### src/rtl/adf_pkg.sv
package adf_pkg;

  // Frame tail bytes
  localparam logic [7:0] TAIL_FIRST  = 8'h0D;
  localparam logic [7:0] TAIL_SECOND = 8'h0A;

  localparam int CFG_IDX_W   = 2;
  localparam int CFG_DATA_W  = 8;
  localparam int CORE_LEN_W  = 6;

  // Configuration register indexes
  localparam logic [CFG_IDX_W-1:0] REG_HEAD_MARKER   = 2'd0;
  localparam logic [CFG_IDX_W-1:0] REG_LINK_ADDRESS  = 2'd1;
  localparam logic [CFG_IDX_W-1:0] REG_BOARD_ADDRESS = 2'd2;
  localparam logic [CFG_IDX_W-1:0] REG_BOARD_TYPE    = 2'd3;

  typedef struct packed {
    logic [7:0] head_marker;
    logic [7:0] link_address;
    logic [7:0] board_address;
    logic [7:0] board_type;
  } cfg_t;

  // Front to back: payload byte writes and frame outcome
  typedef struct packed {
    logic       en;
    logic [7:0] data;
    logic       commit;
    logic       drop;
  } pay_ctl_t;

endpackage

### src/rtl/adf_if.sv
interface adf_rx_if;
  logic       valid;
  logic       ready;
  logic [7:0] rx_byte;

  modport source (output valid, output rx_byte, input ready);
  modport sink   (input valid, input rx_byte, output ready);
endinterface

interface adf_core_if;
  logic                          valid;
  logic                          ready;
  logic [7:0]                    core_byte;
  logic [adf_pkg::CORE_LEN_W-1:0] core_length;
  logic                          last;

  modport source (output valid, output core_byte, output core_length, output last,
                  input ready);
  modport sink   (input valid, input core_byte, input core_length, input last,
                  output ready);
endinterface

### src/rtl/adf_front.sv
module adf_front #(
  parameter int MAX_CORE = 32,
  parameter int LW       = 6
) (
  input  logic               clk,
  input  logic               rst,
  input  adf_pkg::cfg_t      cfg,
  input  logic               in_valid,
  input  logic [7:0]         in_byte,
  output logic               in_ready,
  output adf_pkg::pay_ctl_t  pay,
  input  logic               buf_full,
  output logic               desc_push,
  output logic [LW-1:0]      desc_len,
  input  logic               desc_full
);

  localparam int LEN_MAX = MAX_CORE + 2;

  typedef enum logic [2:0] {
    PH_HUNT, PH_LINK, PH_LEN, PH_BADDR, PH_BTYPE, PH_DATA, PH_TAIL1, PH_TAIL2
  } phase_t;

  phase_t        phase, phase_next, restart_phase;
  logic [LW-1:0] plen, plen_next;
  logic [LW-1:0] count, count_next;
  logic          accept;
  logic          len_ok;
  logic          data_done;

  assign in_ready  = !buf_full && !desc_full;
  assign accept    = in_valid && in_ready;
  assign desc_len  = plen;
  assign len_ok    = (in_byte >= 8'd2) && ({1'b0, in_byte} <= 9'(LEN_MAX));
  assign data_done = ((LW+1)'(count) + (LW+1)'(1)) == (LW+1)'(plen);
  assign restart_phase = (in_byte == cfg.head_marker) ? PH_LINK : PH_HUNT;

  always_comb begin
    phase_next = phase;
    plen_next  = plen;
    count_next = count;
    pay        = '0;
    desc_push  = 1'b0;
    if (accept) begin
      unique case (phase)
        PH_HUNT: begin
          phase_next = restart_phase;
        end
        PH_LINK: begin
          if (in_byte == cfg.link_address) phase_next = PH_LEN;
          else begin
            phase_next = restart_phase;
            pay.drop   = 1'b1;
          end
        end
        PH_LEN: begin
          if (len_ok) begin
            plen_next  = LW'(in_byte - 8'd2);
            phase_next = PH_BADDR;
          end else begin
            phase_next = restart_phase;
            pay.drop   = 1'b1;
          end
        end
        PH_BADDR: begin
          if (in_byte == cfg.board_address) phase_next = PH_BTYPE;
          else begin
            phase_next = restart_phase;
            pay.drop   = 1'b1;
          end
        end
        PH_BTYPE: begin
          if (in_byte == cfg.board_type) begin
            count_next = '0;
            phase_next = (plen == '0) ? PH_TAIL1 : PH_DATA;
          end else begin
            phase_next = restart_phase;
            pay.drop   = 1'b1;
          end
        end
        PH_DATA: begin
          pay.en   = 1'b1;
          pay.data = in_byte;
          if (data_done) phase_next = PH_TAIL1;
          else count_next = count + LW'(1);
        end
        PH_TAIL1: begin
          if (in_byte == adf_pkg::TAIL_FIRST) phase_next = PH_TAIL2;
          else begin
            phase_next = restart_phase;
            count_next = '0;
            pay.drop   = 1'b1;
          end
        end
        PH_TAIL2: begin
          count_next = '0;
          if (in_byte == adf_pkg::TAIL_SECOND) begin
            phase_next = PH_HUNT;
            pay.commit = 1'b1;
            desc_push  = 1'b1;
          end else begin
            phase_next = restart_phase;
            pay.drop   = 1'b1;
          end
        end
      endcase
    end
  end

  always_ff @(posedge clk) begin
    if (rst) begin
      phase <= PH_HUNT;
      plen  <= '0;
      count <= '0;
    end else begin
      phase <= phase_next;
      plen  <= plen_next;
      count <= count_next;
    end
  end

endmodule

### src/rtl/adf_desc_fifo.sv
module adf_desc_fifo #(
  parameter int WIDTH = 6,
  parameter int DEPTH = 4
) (
  input  logic             clk,
  input  logic             rst,
  input  logic             push,
  input  logic [WIDTH-1:0] push_data,
  output logic             full,
  input  logic             pop,
  output logic             not_empty,
  output logic [WIDTH-1:0] head
);

  localparam int AW = (DEPTH > 1) ? $clog2(DEPTH) : 1;

  logic [WIDTH-1:0] entries [DEPTH];
  logic [AW:0]      wr_ptr, rd_ptr;
  logic [AW:0]      fill;

  assign fill      = wr_ptr - rd_ptr;
  assign full      = fill == (AW+1)'(DEPTH);
  assign not_empty = fill != '0;
  assign head      = entries[rd_ptr[AW-1:0]];

  always_ff @(posedge clk) begin
    if (push) entries[wr_ptr[AW-1:0]] <= push_data;
  end

  // Pointers run modulo the queue size.
  always_ff @(posedge clk) begin
    if (rst) begin
      wr_ptr <= '0;
      rd_ptr <= '0;
    end else begin
      if (push) begin
        wr_ptr <= (wr_ptr[AW-1:0] == AW'(DEPTH - 1)) ?
                  {~wr_ptr[AW], {AW{1'b0}}} : wr_ptr + (AW+1)'(1);
      end
      if (pop) begin
        rd_ptr <= (rd_ptr[AW-1:0] == AW'(DEPTH - 1)) ?
                  {~rd_ptr[AW], {AW{1'b0}}} : rd_ptr + (AW+1)'(1);
      end
    end
  end

endmodule

### src/rtl/adf_back.sv
module adf_back #(
  parameter int MAX_CORE = 32,
  parameter int LW       = 6
) (
  input  logic                             clk,
  input  logic                             rst,
  input  adf_pkg::pay_ctl_t                pay,
  output logic                             buf_full,
  input  logic                             desc_valid,
  input  logic [LW-1:0]                    desc_len,
  output logic                             desc_pop,
  output logic                             out_valid,
  input  logic                             out_ready,
  output logic [7:0]                       out_byte,
  output logic [adf_pkg::CORE_LEN_W-1:0]   out_length,
  output logic                             out_last
);

  localparam int BUF_DEPTH = 2 ** $clog2(2 * MAX_CORE);
  localparam int AW        = $clog2(BUF_DEPTH);

  logic [7:0]    mem [BUF_DEPTH];
  logic [7:0]    rdata;
  logic [AW:0]   wr_spec, wr_commit, rd_ptr;
  logic [LW-1:0] k;
  logic          rd_en;
  logic          empty_frame;
  logic          burst_end;
  logic          zero_byte;

  assign buf_full    = (wr_spec - rd_ptr) == (AW+1)'(BUF_DEPTH);
  assign rd_en       = desc_valid && (!out_valid || out_ready);
  assign empty_frame = desc_len == '0;
  assign burst_end   = empty_frame || ((k + LW'(1)) == desc_len);
  assign desc_pop    = rd_en && burst_end;
  assign out_byte    = zero_byte ? 8'h00 : rdata;

  // Payload ring: one write port, one registered read port.
  always_ff @(posedge clk) begin
    if (pay.en) mem[wr_spec[AW-1:0]] <= pay.data;
    if (rd_en && !empty_frame) rdata <= mem[rd_ptr[AW-1:0]];
  end

  always_ff @(posedge clk) begin
    if (rst) begin
      wr_spec    <= '0;
      wr_commit  <= '0;
      rd_ptr     <= '0;
      k          <= '0;
      out_valid  <= 1'b0;
      zero_byte  <= 1'b0;
      out_last   <= 1'b0;
      out_length <= '0;
    end else begin
      if (pay.en) wr_spec <= wr_spec + (AW+1)'(1);
      else if (pay.drop) wr_spec <= wr_commit;
      if (pay.commit) wr_commit <= wr_spec;

      if (rd_en) begin
        out_valid  <= 1'b1;
        zero_byte  <= empty_frame;
        out_last   <= burst_end;
        out_length <= adf_pkg::CORE_LEN_W'(desc_len);
        if (!empty_frame) rd_ptr <= rd_ptr + (AW+1)'(1);
        k <= burst_end ? '0 : k + LW'(1);
      end else if (out_ready) begin
        out_valid <= 1'b0;
      end
    end
  end

endmodule

### src/rtl/addressed_frame_deframer_core.sv
// Channel   Dir  Payload                              Handshake
// rx        in   rx_byte[7:0]                         valid/ready, beat on both high
// core      out  core_byte[7:0] core_length[5:0] last valid/ready, beat on both high
// cfg_*     in   cfg_idx[1:0] cfg_data[7:0]           write on cfg_we, no wait
//
// One rx beat per cycle while the payload ring and descriptor queue have room.
// A committed frame drains at one core beat per cycle from the ring read port
// while core is ready, once its closing tail byte is taken.
// Reset (rst, synchronous) returns the parser to hunting and empties ring and
// queue; configuration registers reset to zero.
// The parser and the output drain stall on their own: rx stalls only when the
// ring (2*MAX_CORE rounded up to a power of two) or the four-entry queue fills.
module addressed_frame_deframer_core #(
  parameter int MAX_CORE = 32
) (
  input  logic                              clk,
  input  logic                              rst,
  input  logic                              cfg_we,
  input  logic [adf_pkg::CFG_IDX_W-1:0]     cfg_idx,
  input  logic [adf_pkg::CFG_DATA_W-1:0]    cfg_data,
  adf_rx_if.sink                            rx,
  adf_core_if.source                        core
);

  // Payload length counts 0..MAX_CORE.
  localparam int LW = $clog2(MAX_CORE + 1);

  adf_pkg::cfg_t     cfg;
  adf_pkg::pay_ctl_t pay;
  logic              buf_full;
  logic              desc_push, desc_full, desc_pop, desc_valid;
  logic [LW-1:0]     desc_len_in, desc_len_out;

  // Configuration registers; the user must write them only while the block is idle; the block does not enforce this.
  always_ff @(posedge clk) begin
    if (rst) begin
      cfg <= '0;
    end else if (cfg_we) begin
      unique case (cfg_idx)
        adf_pkg::REG_HEAD_MARKER:   cfg.head_marker   <= cfg_data;
        adf_pkg::REG_LINK_ADDRESS:  cfg.link_address  <= cfg_data;
        adf_pkg::REG_BOARD_ADDRESS: cfg.board_address <= cfg_data;
        adf_pkg::REG_BOARD_TYPE:    cfg.board_type    <= cfg_data;
        default: ;
      endcase
    end
  end

  // Front: frame parser, writes payload bytes speculatively into the ring,
  // then commits or drops them when the frame resolves.
  adf_front #(
    .MAX_CORE(MAX_CORE),
    .LW(LW)
  ) u_front (
    .clk(clk),
    .rst(rst),
    .cfg(cfg),
    .in_valid(rx.valid),
    .in_byte(rx.rx_byte),
    .in_ready(rx.ready),
    .pay(pay),
    .buf_full(buf_full),
    .desc_push(desc_push),
    .desc_len(desc_len_in),
    .desc_full(desc_full)
  );

  // Queue of committed frame lengths between parser and drain.
  adf_desc_fifo #(
    .WIDTH(LW),
    .DEPTH(4)
  ) u_desc_fifo (
    .clk(clk),
    .rst(rst),
    .push(desc_push),
    .push_data(desc_len_in),
    .full(desc_full),
    .pop(desc_pop),
    .not_empty(desc_valid),
    .head(desc_len_out)
  );

  // Back: payload ring and output register; hold the beat while core stalls.
  adf_back #(
    .MAX_CORE(MAX_CORE),
    .LW(LW)
  ) u_back (
    .clk(clk),
    .rst(rst),
    .pay(pay),
    .buf_full(buf_full),
    .desc_valid(desc_valid),
    .desc_len(desc_len_out),
    .desc_pop(desc_pop),
    .out_valid(core.valid),
    .out_ready(core.ready),
    .out_byte(core.core_byte),
    .out_length(core.core_length),
    .out_last(core.last)
  );

endmodule

### src/flat_wrapper.sv
// flat-port wrapper written by rule: the top's interface ports become plain ports
module addressed_frame_deframer_core_flat 
#(
  parameter int MAX_CORE = 32
)
  (clk, rst, cfg_we, cfg_idx, cfg_data, rx_valid, rx_rx_byte, rx_ready, core_valid, core_core_byte, core_core_length, core_last, core_ready);
  adf_rx_if rx_i ();
  adf_core_if core_i ();
  input  logic clk;
  input  logic rst;
  input  logic cfg_we;
  input  logic [adf_pkg::CFG_IDX_W-1:0] cfg_idx;
  input  logic [adf_pkg::CFG_DATA_W-1:0] cfg_data;
  input wire logic [$bits(rx_i.valid)-1:0] rx_valid;
  input wire logic [$bits(rx_i.rx_byte)-1:0] rx_rx_byte;
  output wire logic [$bits(rx_i.ready)-1:0] rx_ready;
  output wire logic [$bits(core_i.valid)-1:0] core_valid;
  output wire logic [$bits(core_i.core_byte)-1:0] core_core_byte;
  output wire logic [$bits(core_i.core_length)-1:0] core_core_length;
  output wire logic [$bits(core_i.last)-1:0] core_last;
  input wire logic [$bits(core_i.ready)-1:0] core_ready;
  assign rx_i.valid = rx_valid;
  assign rx_i.rx_byte = rx_rx_byte;
  assign rx_ready = rx_i.ready;
  assign core_valid = core_i.valid;
  assign core_core_byte = core_i.core_byte;
  assign core_core_length = core_i.core_length;
  assign core_last = core_i.last;
  assign core_i.ready = core_ready;
  addressed_frame_deframer_core #(.MAX_CORE(MAX_CORE)) u_core (.clk(clk), .rst(rst), .cfg_we(cfg_we), .cfg_idx(cfg_idx), .cfg_data(cfg_data), .rx(rx_i), .core(core_i));
endmodule
### config.mk
export PLATFORM = sky130hd
export DESIGN_NAME = addressed_frame_deframer_core_flat
export DESIGN_NICKNAME = d
export VERILOG_FILES = /design/src/rtl/adf_pkg.sv /design/src/rtl/adf_if.sv /design/src/rtl/adf_front.sv /design/src/rtl/adf_desc_fifo.sv /design/src/rtl/adf_back.sv /design/src/rtl/addressed_frame_deframer_core.sv /design/src/flat_wrapper.sv
export SDC_FILE = /design/constraint.sdc
export NUM_CORES = 1
export LEC_CHECK = 0
export BUFFER_PORTS_ARGS = -buffer_cell sky130_fd_sc_hd__buf_4
export CAP_MARGIN = 20
export CORE_MARGIN = 5
export CORE_UTILIZATION = 63
export DETAILED_ROUTE_END_ITERATION = 12
export PLACE_DENSITY_LB_ADDON = 0.15
export SKIP_LAST_GASP = 1
export SYNTH_ARGS = -nofsm -noshare
export SYNTH_HDL_FRONTEND = slang
export SYNTH_SLANG_ARGS = --single-unit
### constraint.sdc
create_clock -name clk -period 5.2 [get_ports clk]
set_input_delay 0.52 -clock clk [delete_from_list [all_inputs] [get_ports clk]]
set_output_delay 0.52 -clock clk [all_outputs]
set_load 0.02 [all_outputs]
==> impl_results.md, run 1 <==
* Status: complete, no violations
* Capture instance of the worst register-to-register path: u_core.u_back.mem[2][0]
* Cell taking the most area after synthesis: sky130_fd_sc_hd__edfxtp_1
* Layout cells sized above 1 at 24.27%
* Die Footprint at ~0.046 mm²
* Area delta synth->final at 10.82%
* Horizontal die dimension at 213.5 µm
* Fin Clk Skew at roughly 0.028 ns
* Post-synth design cell area at about 0.026 mm²
* Worst Hold Path EP: u_core.cfg[16]
* Count of final max-slew check failures at 0
* Number of buffers added on ports at 39
* DRC violation count after routing at 0
* Pin count of the biggest net entering global routing at roughly 90
* Antenna-violating nets left at 0
* Detailed-route vias per instance at roughly 6.5
* Final HPWL from detailed placement at 35560 µm
* Congestion Overflow GR at 0
* Synth Instances at about 1500
* Initial cell density of the core at 63.74%
* Leading post-synthesis cells by cell area: sky130_fd_sc_hd__edfxtp_1 63%, sky130_fd_sc_hd__mux4_2 15%, sky130_fd_sc_hd__dfxtp_1 7.0%, sky130_fd_sc_hd__nor2_1 2.2%, sky130_fd_sc_hd__mux2i_1 2.1%
* CTS tree: yes
* Data required time of the worst path at 5.45 ns
* Part of the Yosys area used for sequential elements at a little over two thirds
* Arrival time at the worst endpoint at 4.38 ns
* Ys async rst share at 0%
* Final Cycle Share at between 70 and 80%
* IO Count at 40
* Launch instance of the worst min-delay path: cfg_data[0]
* Class of the most critical setup path: reg -> reg
* Wire length on met3 at 4820 µm
* Post-layout minimum cycle time at 4.131 ns
* Clock tree root buffer cell: sky130_fd_sc_hd__clkbuf_16
* Total routing resource utilization after global routing at between 20% and 30%
* Origin of the critical flop-to-flop path: u_core.u_back.wr_spec[3]
* DR top layer: met5
* Number of global-route vias before repair at 13490
* Met2 routed wirelength at about 28000 µm
* Insertion delay of the later-clocked pin in the worst-skew pair at 0.64 ns
* Peak clock frequency supported by timing at around 0.24 GHz
* Number of enable flip-flop cells after synthesis at roughly 540
* Met1 Wirelength at 23710 µm
* Average wire per standard cell at 27.71 µm
* Inserted Clock Buffers at 61
* Floorplan Core Area at between 0.04 and 0.05 mm²
* Number of buffers inserted by post-CTS setup repair at 0
* Count of state elements after synthesis at about 640
* Unrepaired setup endpoints after global routing: no
* Count of cells resized by post-cts repair at 0
* Total Neg Setup Slack at 0 ns
* Final-report hold violation count at 0
* Core Rows at 74
* Number of antenna violations at the first check in global routing at 2
* Fraction of post-synthesis cell area in the top cell type by area at between 60 and 70%
* Placer's final routability congestion estimate at between 0.8 and 0.9
* Transition time at the pin with the least slew margin at between 0.9 and 1 ns
* Clk slew on worst S/H paths at 0.06 ns
* Average cell area after synthesis at about 18 µm²
* Clock Tree Buf Depth at 3
* Distinct cell type count of the synthesized netlist at ~70
* Count of max-cap constraint violations at 0
* Number of DRC violations after detailed-routing iteration 0 at 1600
* Total power density per cell area at 352.5 mW/mm²
* Kind of end point of the critical path: flop
* Routed wire length at between 50000 and 60000 µm
* CTS Hold Buffers Added at 0
* Startpoint types: flop
* Synthesized netlist net count at 1496
* First-pass GRT wire length at just under 90000 µm
* Number of H-tree branching levels at 2
* Die height at approximately 210 µm
* Critical-path maximum fanout at 20
* Inst Count DP at a little under 2000
* Endpoints failing setup at 0
* Top FF cell, synth: sky130_fd_sc_hd__edfxtp_1
* Post-route non-filler standard cell count at ~2100
* Detailed-route via count at roughly 14000
* Total leakage power at 8.980 nW
* Hold Path Class: in -> reg
* Clock sink count at around 640
* Cell depth of the worst flop-to-flop path at 8
* VDD IR max at about 0.35 mV
* Detailed-routing iteration count for the pre-antenna-repair pass at 6
* Hold Path Depth at 3
* Slew HR at around 34%
* Yosys Warn Count at 0
* Post-layout net count at between 1500 and 2000
* Minimum setup slack among reg-to-reg paths at 1.07 ns
* Antenna fix cells at 0
==> how the worst max path moves through the flow <==
stage                                   from                  endpoint  slack [ns]  cells past startpoint
finish              u_core.u_back.wr_spec[3]   u_core.u_back.mem[2][0]        1.07                      8
global route        u_core.u_back.wr_spec[3]  u_core.u_back.mem[58][0]        0.77                      8
CTS                  u_core.u_back.rd_ptr[4]   u_core.u_back.mem[2][2]        1.13                      9
detailed placement   u_core.u_back.rd_ptr[4]  u_core.u_back.mem[58][7]        1.14                      9
global placement     u_core.u_back.rd_ptr[4]   u_core.u_back.mem[2][0]        1.23                      9
floorplan            u_core.u_back.rd_ptr[1]   u_core.u_back.mem[0][1]        0.71                     12
==> cells in the final DEF, fill, tap and decap left out, drive strengths merged, types with 9 or more instances in the layout <==
cell type  instances
edfxtp           544
mux4             174
nor2             155
dfxtp             91
clkbuf            65
buf               63
mux2i             54
xor2              41
nand2             35
clkinv            29
inv               24
nand3             23
ha                19
xnor2             15
nor2b             15
a21oi             14
clkinvlp          13
o21ai             13
nor4              12
and3              12
a211oi            11
nand3b            10
or2                9
==> critical path, stage by stage, from the launching register on <==
cell	delay [ns]
sky130_fd_sc_hd__dfxtp_1	0.62
sky130_fd_sc_hd__ha_1	0.37
sky130_fd_sc_hd__a2111oi_0	0.55
sky130_fd_sc_hd__and3_1	0.29
sky130_fd_sc_hd__o31a_1	0.15
sky130_fd_sc_hd__buf_4	0.22
sky130_fd_sc_hd__and2_1	0.33
sky130_fd_sc_hd__nand3_1	0.50
sky130_fd_sc_hd__nor2_1	0.72
==> power breakdown <==
group,switching (mW),internal (mW)
clock network,1.94,2.56
logic,0.126,0.0834
registers,0.0194,5.46
==> logic make-up (layout without fill, tap and decap cells) <==
logic type,after synthesis,count (layout),share of synthesized area [%]
DFF,635,635,69.61
and+or+nand+nor,316,316,5.909
muxes,228,228,17.09
buffers and inverters,111,202,1.914
AOI/OAI and AO/OA,86,86,2.422
xor gates and xnor gates,59,59,2.144
adders and majority gates,19,19,0.9113
==> metal layers <==
| metal | track usage (%) | up-vias |
|---|---|---|
| li1 | - | 5854 |
| met1 | 38.92 | 7046 |
| met2 | 40.22 | 553 |
| met3 | 5.867 | 79 |
| met4 | 6.118 | 4 |
| met5 | 0 | - |
==> per-stage QoR <==
stage | hold WS [ns] | power (mW) | area, µm² | setup WS, ns | utilization, %
5_1_grt | 0.1586 | 10.49 | 28910 | 0.7719 | 70.64
6_report | 0.1622 | 10.19 | 28910 | 1.069 | 70.64
4_1_cts | 0.1454 | 10.23 | 28910 | 1.126 | 70.64
3_5_place_dp | 0.4780 | 5.799 | 26850 | 1.137 | 65.62
3_3_place_gp | 0.4667 | 5.796 | 26850 | 1.231 | 65.62
2_1_floorplan | 0.4520 | 5.738 | 26090 | 0.7058 | -
==> Yosys cell counts, drive strengths merged (2+ instances only) <==
cell type / instances
a2111oi: 4
edfxtp: 544
or2: 9
ha: 19
xnor3: 2
nand3: 23
nor2: 155
a31oi: 8
dfxtp: 91
and3: 12
xor2: 41
nor4: 12
o2111ai: 4
nor2b: 15
nor3: 7
nand3b: 10
xnor2: 15
o32ai: 2
buf: 40
a21o: 3
o21ai: 13
a22oi: 4
o31a: 3
and2: 5
or4: 5
o211ai: 6
mux2i: 54
or3: 8
clkbuf: 48
o311ai: 2
nor3b: 3
o311a: 2
inv: 23
nand2: 35
a211oi: 11
a21oi: 14
mux4: 174
o31ai: 3
nand2b: 7
nand4: 6
==> state kept, by name, indices dropped and copies added (netlist names), named ones only <==
register                    cells
u_core.u_back.mem             512
u_core.u_desc_fifo.entries     24
u_core.u_back.out_length        6
u_core.u_front.desc_len         6
u_core.cfg                     32
u_core.u_desc_fifo.wr_ptr       3
u_core.u_back.rdata             8
u_core.u_front.count            6
u_core.u_back.k                 6
u_core.u_back.zero_byte         1
u_core.u_desc_fifo.rd_ptr       3
u_core.u_back.out_valid         1
u_core.u_back.wr_spec           7
u_core.u_front.phase            3
u_core.u_back.out_last          1
u_core.u_back.wr_commit         7
u_core.u_back.rd_ptr            7
==> cell type report <==
type | instances | area, µm²
Clock buffer | 65 | 1541
Clock inverter | 51 | 511.7
Fill cell | 2528 | 12020
Inverter | 23 | 86.33
Multi-Input combinational cell | 708 | 7452
Sequential cell | 635 | 18160
Tap cell | 532 | 665.6
Timing Repair Buffer | 63 | 485.5
(Power assumes the default switching activity.)
==> run 2, diff against run 1 <==
--- a/config.mk
+++ b/config.mk
@@ -5,10 +5,11 @@
 export SDC_FILE = /design/constraint.sdc
 export NUM_CORES = 1
 export LEC_CHECK = 0
+export ABC_AREA = 1
 export BUFFER_PORTS_ARGS = -buffer_cell sky130_fd_sc_hd__buf_4
 export CAP_MARGIN = 20
 export CORE_MARGIN = 5
-export CORE_UTILIZATION = 63
+export CORE_UTILIZATION = 57
 export DETAILED_ROUTE_END_ITERATION = 12
 export PLACE_DENSITY_LB_ADDON = 0.15
 export SKIP_LAST_GASP = 1
==> constraint.sdc (replaced) <==
create_clock -name clk -period 3.5 [get_ports clk]
set_input_delay 0.35 -clock clk [delete_from_list [all_inputs] [get_ports clk]]
set_output_delay 0.35 -clock clk [all_outputs]
set_load 0.02 [all_outputs]
==> run 2 against run 1 <==
The flow now finishes with violations (setup timing). First-iteration DRC count rose by 21%. Area after synthesis rose by 2.1%. Worst setup slack got worse by 1.1 ns. Sequential share of layout area fell by 2.0 points. Via count rose by 37%. Die area rose by 12%. Clock power rose by 45%. Synthesized cell count rose by 65%.
==> impl_results.md, run 2 <==
* Status: finished with violations
* Failing checks: setup timing
* Most common cell after layout, fill and taps aside: sky130_fd_sc_hd__edfxtp_1
* Number of H-tree branching levels at 2
* Number of buffers inserted by post-CTS setup repair at 0
* CTS tree: yes
* Distinct cell type count of the synthesized netlist at 45
* Total routing resource utilization after global routing at 26.45%
* Most instantiated library cell after synthesis: sky130_fd_sc_hd__edfxtp_1
* Worst Setup EP: u_core.u_back.mem[59][1]
* Antenna fix cells at 0
* Final Cycle Share at 101.3%
* Average cell area after synthesis at about 11 µm²
* DRC violation count after routing at 0
* Hold Path Class: in -> reg
* Setup WS pre-CTS at 0.04138 ns
* Synthesized netlist net count at between 2000 and 2500
* Endpoints failing setup at 8
* Post-layout minimum cycle time at between 3 and 4 ns
* Pin count of the biggest net entering global routing at just under 200
* Routed wire length at approximately 68000 µm
* Detailed-route via count at approximately 19000
* IO Count at 40
* Met1 track demand over resource at 37.62%
* Origin of the critical flop-to-flop path: u_core.u_back.rd_ptr[5]
* Congestion Overflow GR at 0
* Total power consumption of the routed design at ~15 mW
* Yosys Warn Count at 0
* Horizontal die dimension at 226.1 µm
* Clock tree root buffer cell: sky130_fd_sc_hd__clkbuf_16
* Post-synth design cell area at around 0.027 mm²
* Count of state elements after synthesis at approximately 640
* Arrival time at the worst endpoint at 3.79 ns
* Critical-path maximum fanout at 13
* Capture instance of the worst register-to-register path: u_core.u_back.mem[59][1]
* Clock Tree Buf Depth at 3
* Synth Instances at between 2000 and 2500
* Antenna-violating nets left at 0
* Die Footprint at just over 0.05 mm²
* Busiest layer in global routing: met2
* Final HPWL from detailed placement at 41600 µm
* Placer's final routability congestion estimate at between 0.9 and 1
* Count of max-cap constraint violations at 0
* Area delta synth->final at 12.12%
* Detailed-routing iteration count for the pre-antenna-repair pass at 6
* Most frequent cells in the layout: 544 x sky130_fd_sc_hd__edfxtp_1, 432 x sky130_fd_sc_hd__nor2_1, 307 x sky130_fd_sc_hd__o21ai_0
* Transition time at the pin with the least slew margin at 1.068 ns
* Die height at between 200 and 250 µm
* First-pass GRT wire length at between 100000 and 150000 µm
* Worst Hold Slack at 0.03226 ns
* Detailed-route vias per instance at ~6
* Final-report hold violation count at 0
* Number of enable flip-flop cells after synthesis at between 500 and 600
* Area of all placed cells without fillers at around 0.03 mm²
* Crit path launch: u_core.u_back.rd_ptr[5]
* Synth top cells by count: 544 x sky130_fd_sc_hd__edfxtp_1, 476 x sky130_fd_sc_hd__nor2_1, 307 x sky130_fd_sc_hd__o21ai_0
* Core Rows at 79
* Peak clock frequency supported by timing at 0.2821 GHz
* Unrepaired setup endpoints after global routing: yes
* Data required time of the worst path at 3.75 ns
* Class of the most critical setup path: reg -> reg
* Clock sink count at approximately 640
* Number of buffers added on ports at 39
* Fin Clk Skew at between 0.02 and 0.03 ns
* Minimum setup slack among reg-to-reg paths at -0.04 ns
* Part of the Yosys area used for sequential elements at 68.20%
* Total leakage power at between 9 and 10 nW
* Layout cells sized above 1 at 10.21%
* Clk slew on worst S/H paths at roughly 0.06 ns
* Final Worst Setup Slack at -0.04451 ns
* Startpoint types: flop
* Fraction of post-synthesis cell area in the top cell type by area at around three fifths
* Initial cell density of the core at between 50% and 60%
* VDD IR max at slightly below 0.6 mV
* Total power density per cell area at ~500 mW/mm²
* Floorplan Core Area at approximately 0.046 mm²
* Top FF cell, synth: sky130_fd_sc_hd__edfxtp_1
* Slew HR at between 20 and 30%
* Met2 demand-to-capacity share in global routing at a little over two fifths
* Cell taking the most area after synthesis: sky130_fd_sc_hd__edfxtp_1
* Kind of end point of the critical path: flop
* Ys async rst share at 0%
* Total Neg Setup Slack at -0.3123 ns
* Count of final max-slew check failures at 0
* Inserted Clock Buffers at slightly above 60
* Average wire per standard cell at 22.06 µm
* Leading post-synthesis cells by cell area: sky130_fd_sc_hd__edfxtp_1 61%, sky130_fd_sc_hd__dfxtp_1 6.8%, sky130_fd_sc_hd__nor2_1 6.7%, sky130_fd_sc_hd__o21ai_0 5.8%, sky130_fd_sc_hd__nand2_1 4.1%
* Number of DRC violations after detailed-routing iteration 0 at a little under 2000
* Number of global-route vias before repair at approximately 18000
* Number of antenna violations at the first check in global routing at 0
* Dpl cell area at around 0.028 mm²
* Post-layout net count at about 2500
* Largest register FFs at ~510
* GR met3 Demand/Resource at 4.576%
* Cell depth of the worst flop-to-flop path at 12
* Insertion delay of the later-clocked pin in the worst-skew pair at about 0.63 ns
run 2: where the power goes:
part           internal, mW  switching (mW)
Sequential             8.12          0.0278
Combinational         0.114           0.220
Clock                  3.77            2.75
Total                  12.0            3.00
run 2: worst min-delay path by stage:
stage | start | endpoint | slack (ns) | depth (start not counted)
finish | cfg_data[3] | u_core.cfg[27] | 0.03 | 3
global route | cfg_data[3] | u_core.cfg[27] | 0.02 | 3
CTS | cfg_data[3] | u_core.cfg[27] | 0.00001 | 3
detailed placement | u_core.u_back.wr_commit[0] | u_core.u_back.wr_commit[0] | 0.45 | 2
global placement | u_core.u_back.wr_commit[6] | u_core.u_back.wr_commit[6] | 0.45 | 2
floorplan | u_core.u_back.wr_commit[0] | u_core.u_back.wr_commit[0] | 0.44 | 2
run 2: worst max-delay path: stages, from the launching register on:
cell and delay (ns):
sky130_fd_sc_hd__dfxtp_1 0.42, sky130_fd_sc_hd__inv_2 0.16, sky130_fd_sc_hd__ha_1 0.38, sky130_fd_sc_hd__nand2_1 0.10, sky130_fd_sc_hd__nor2_1 0.15, sky130_fd_sc_hd__nand2_1 0.09, sky130_fd_sc_hd__nand4_1 0.08, sky130_fd_sc_hd__nand2_1 0.06
sky130_fd_sc_hd__nand2_1 0.22, sky130_fd_sc_hd__nand3_4 0.12, sky130_fd_sc_hd__nor2_4 0.28, sky130_fd_sc_hd__nand2_1 0.44, sky130_fd_sc_hd__nor2_1 0.68
run 2: stage by stage:
step           util, %  cells
4_1_cts          64.10   3074
3_5_place_dp     59.66   2954
2_1_floorplan        -   2397
6_report         64.40   3075
5_1_grt          64.40   3075
3_3_place_gp     59.66   2954
run 2: cell type report:
class                      count  area, µm²
tap                          607      759.5
timing repair buffer          95      888.4
sequential                   635      18170
clock buffer                  87       1717
inverter                      99      381.6
fill                        3490      16510
multi-input combinational   1526       7667
clock inverter                26      272.8
run 2: layer usage:
metal | vias to the layer above | wire (µm)
met2 | 935 | 32000
met1 | 8911 | 27790
met3 | 128 | 5907
met5 | - | 0
met4 | 0 | 2135
li1 | 8565 | -
run 2: timing repair:
| action | 4_1_cts | 5_1_grt |
|---|---|---|
| endpoints found under the hold margin | 17 | 0 |
| resized for setup | 0 | 39 |
| hold buffers | 7 | 0 |
| setup endpoints to repair | 0 | 319 |
run 2: logic make-up after synthesis:
family,share of synthesized area [%]
adder cells (fa/ha/maj),0.8929
AND/OR/NAND/NOR,14.21
flip-flops,68.20
AO/OA/AOI/OAI,11.20
XOR/XNOR,1.861
buffers and inverters,3.647
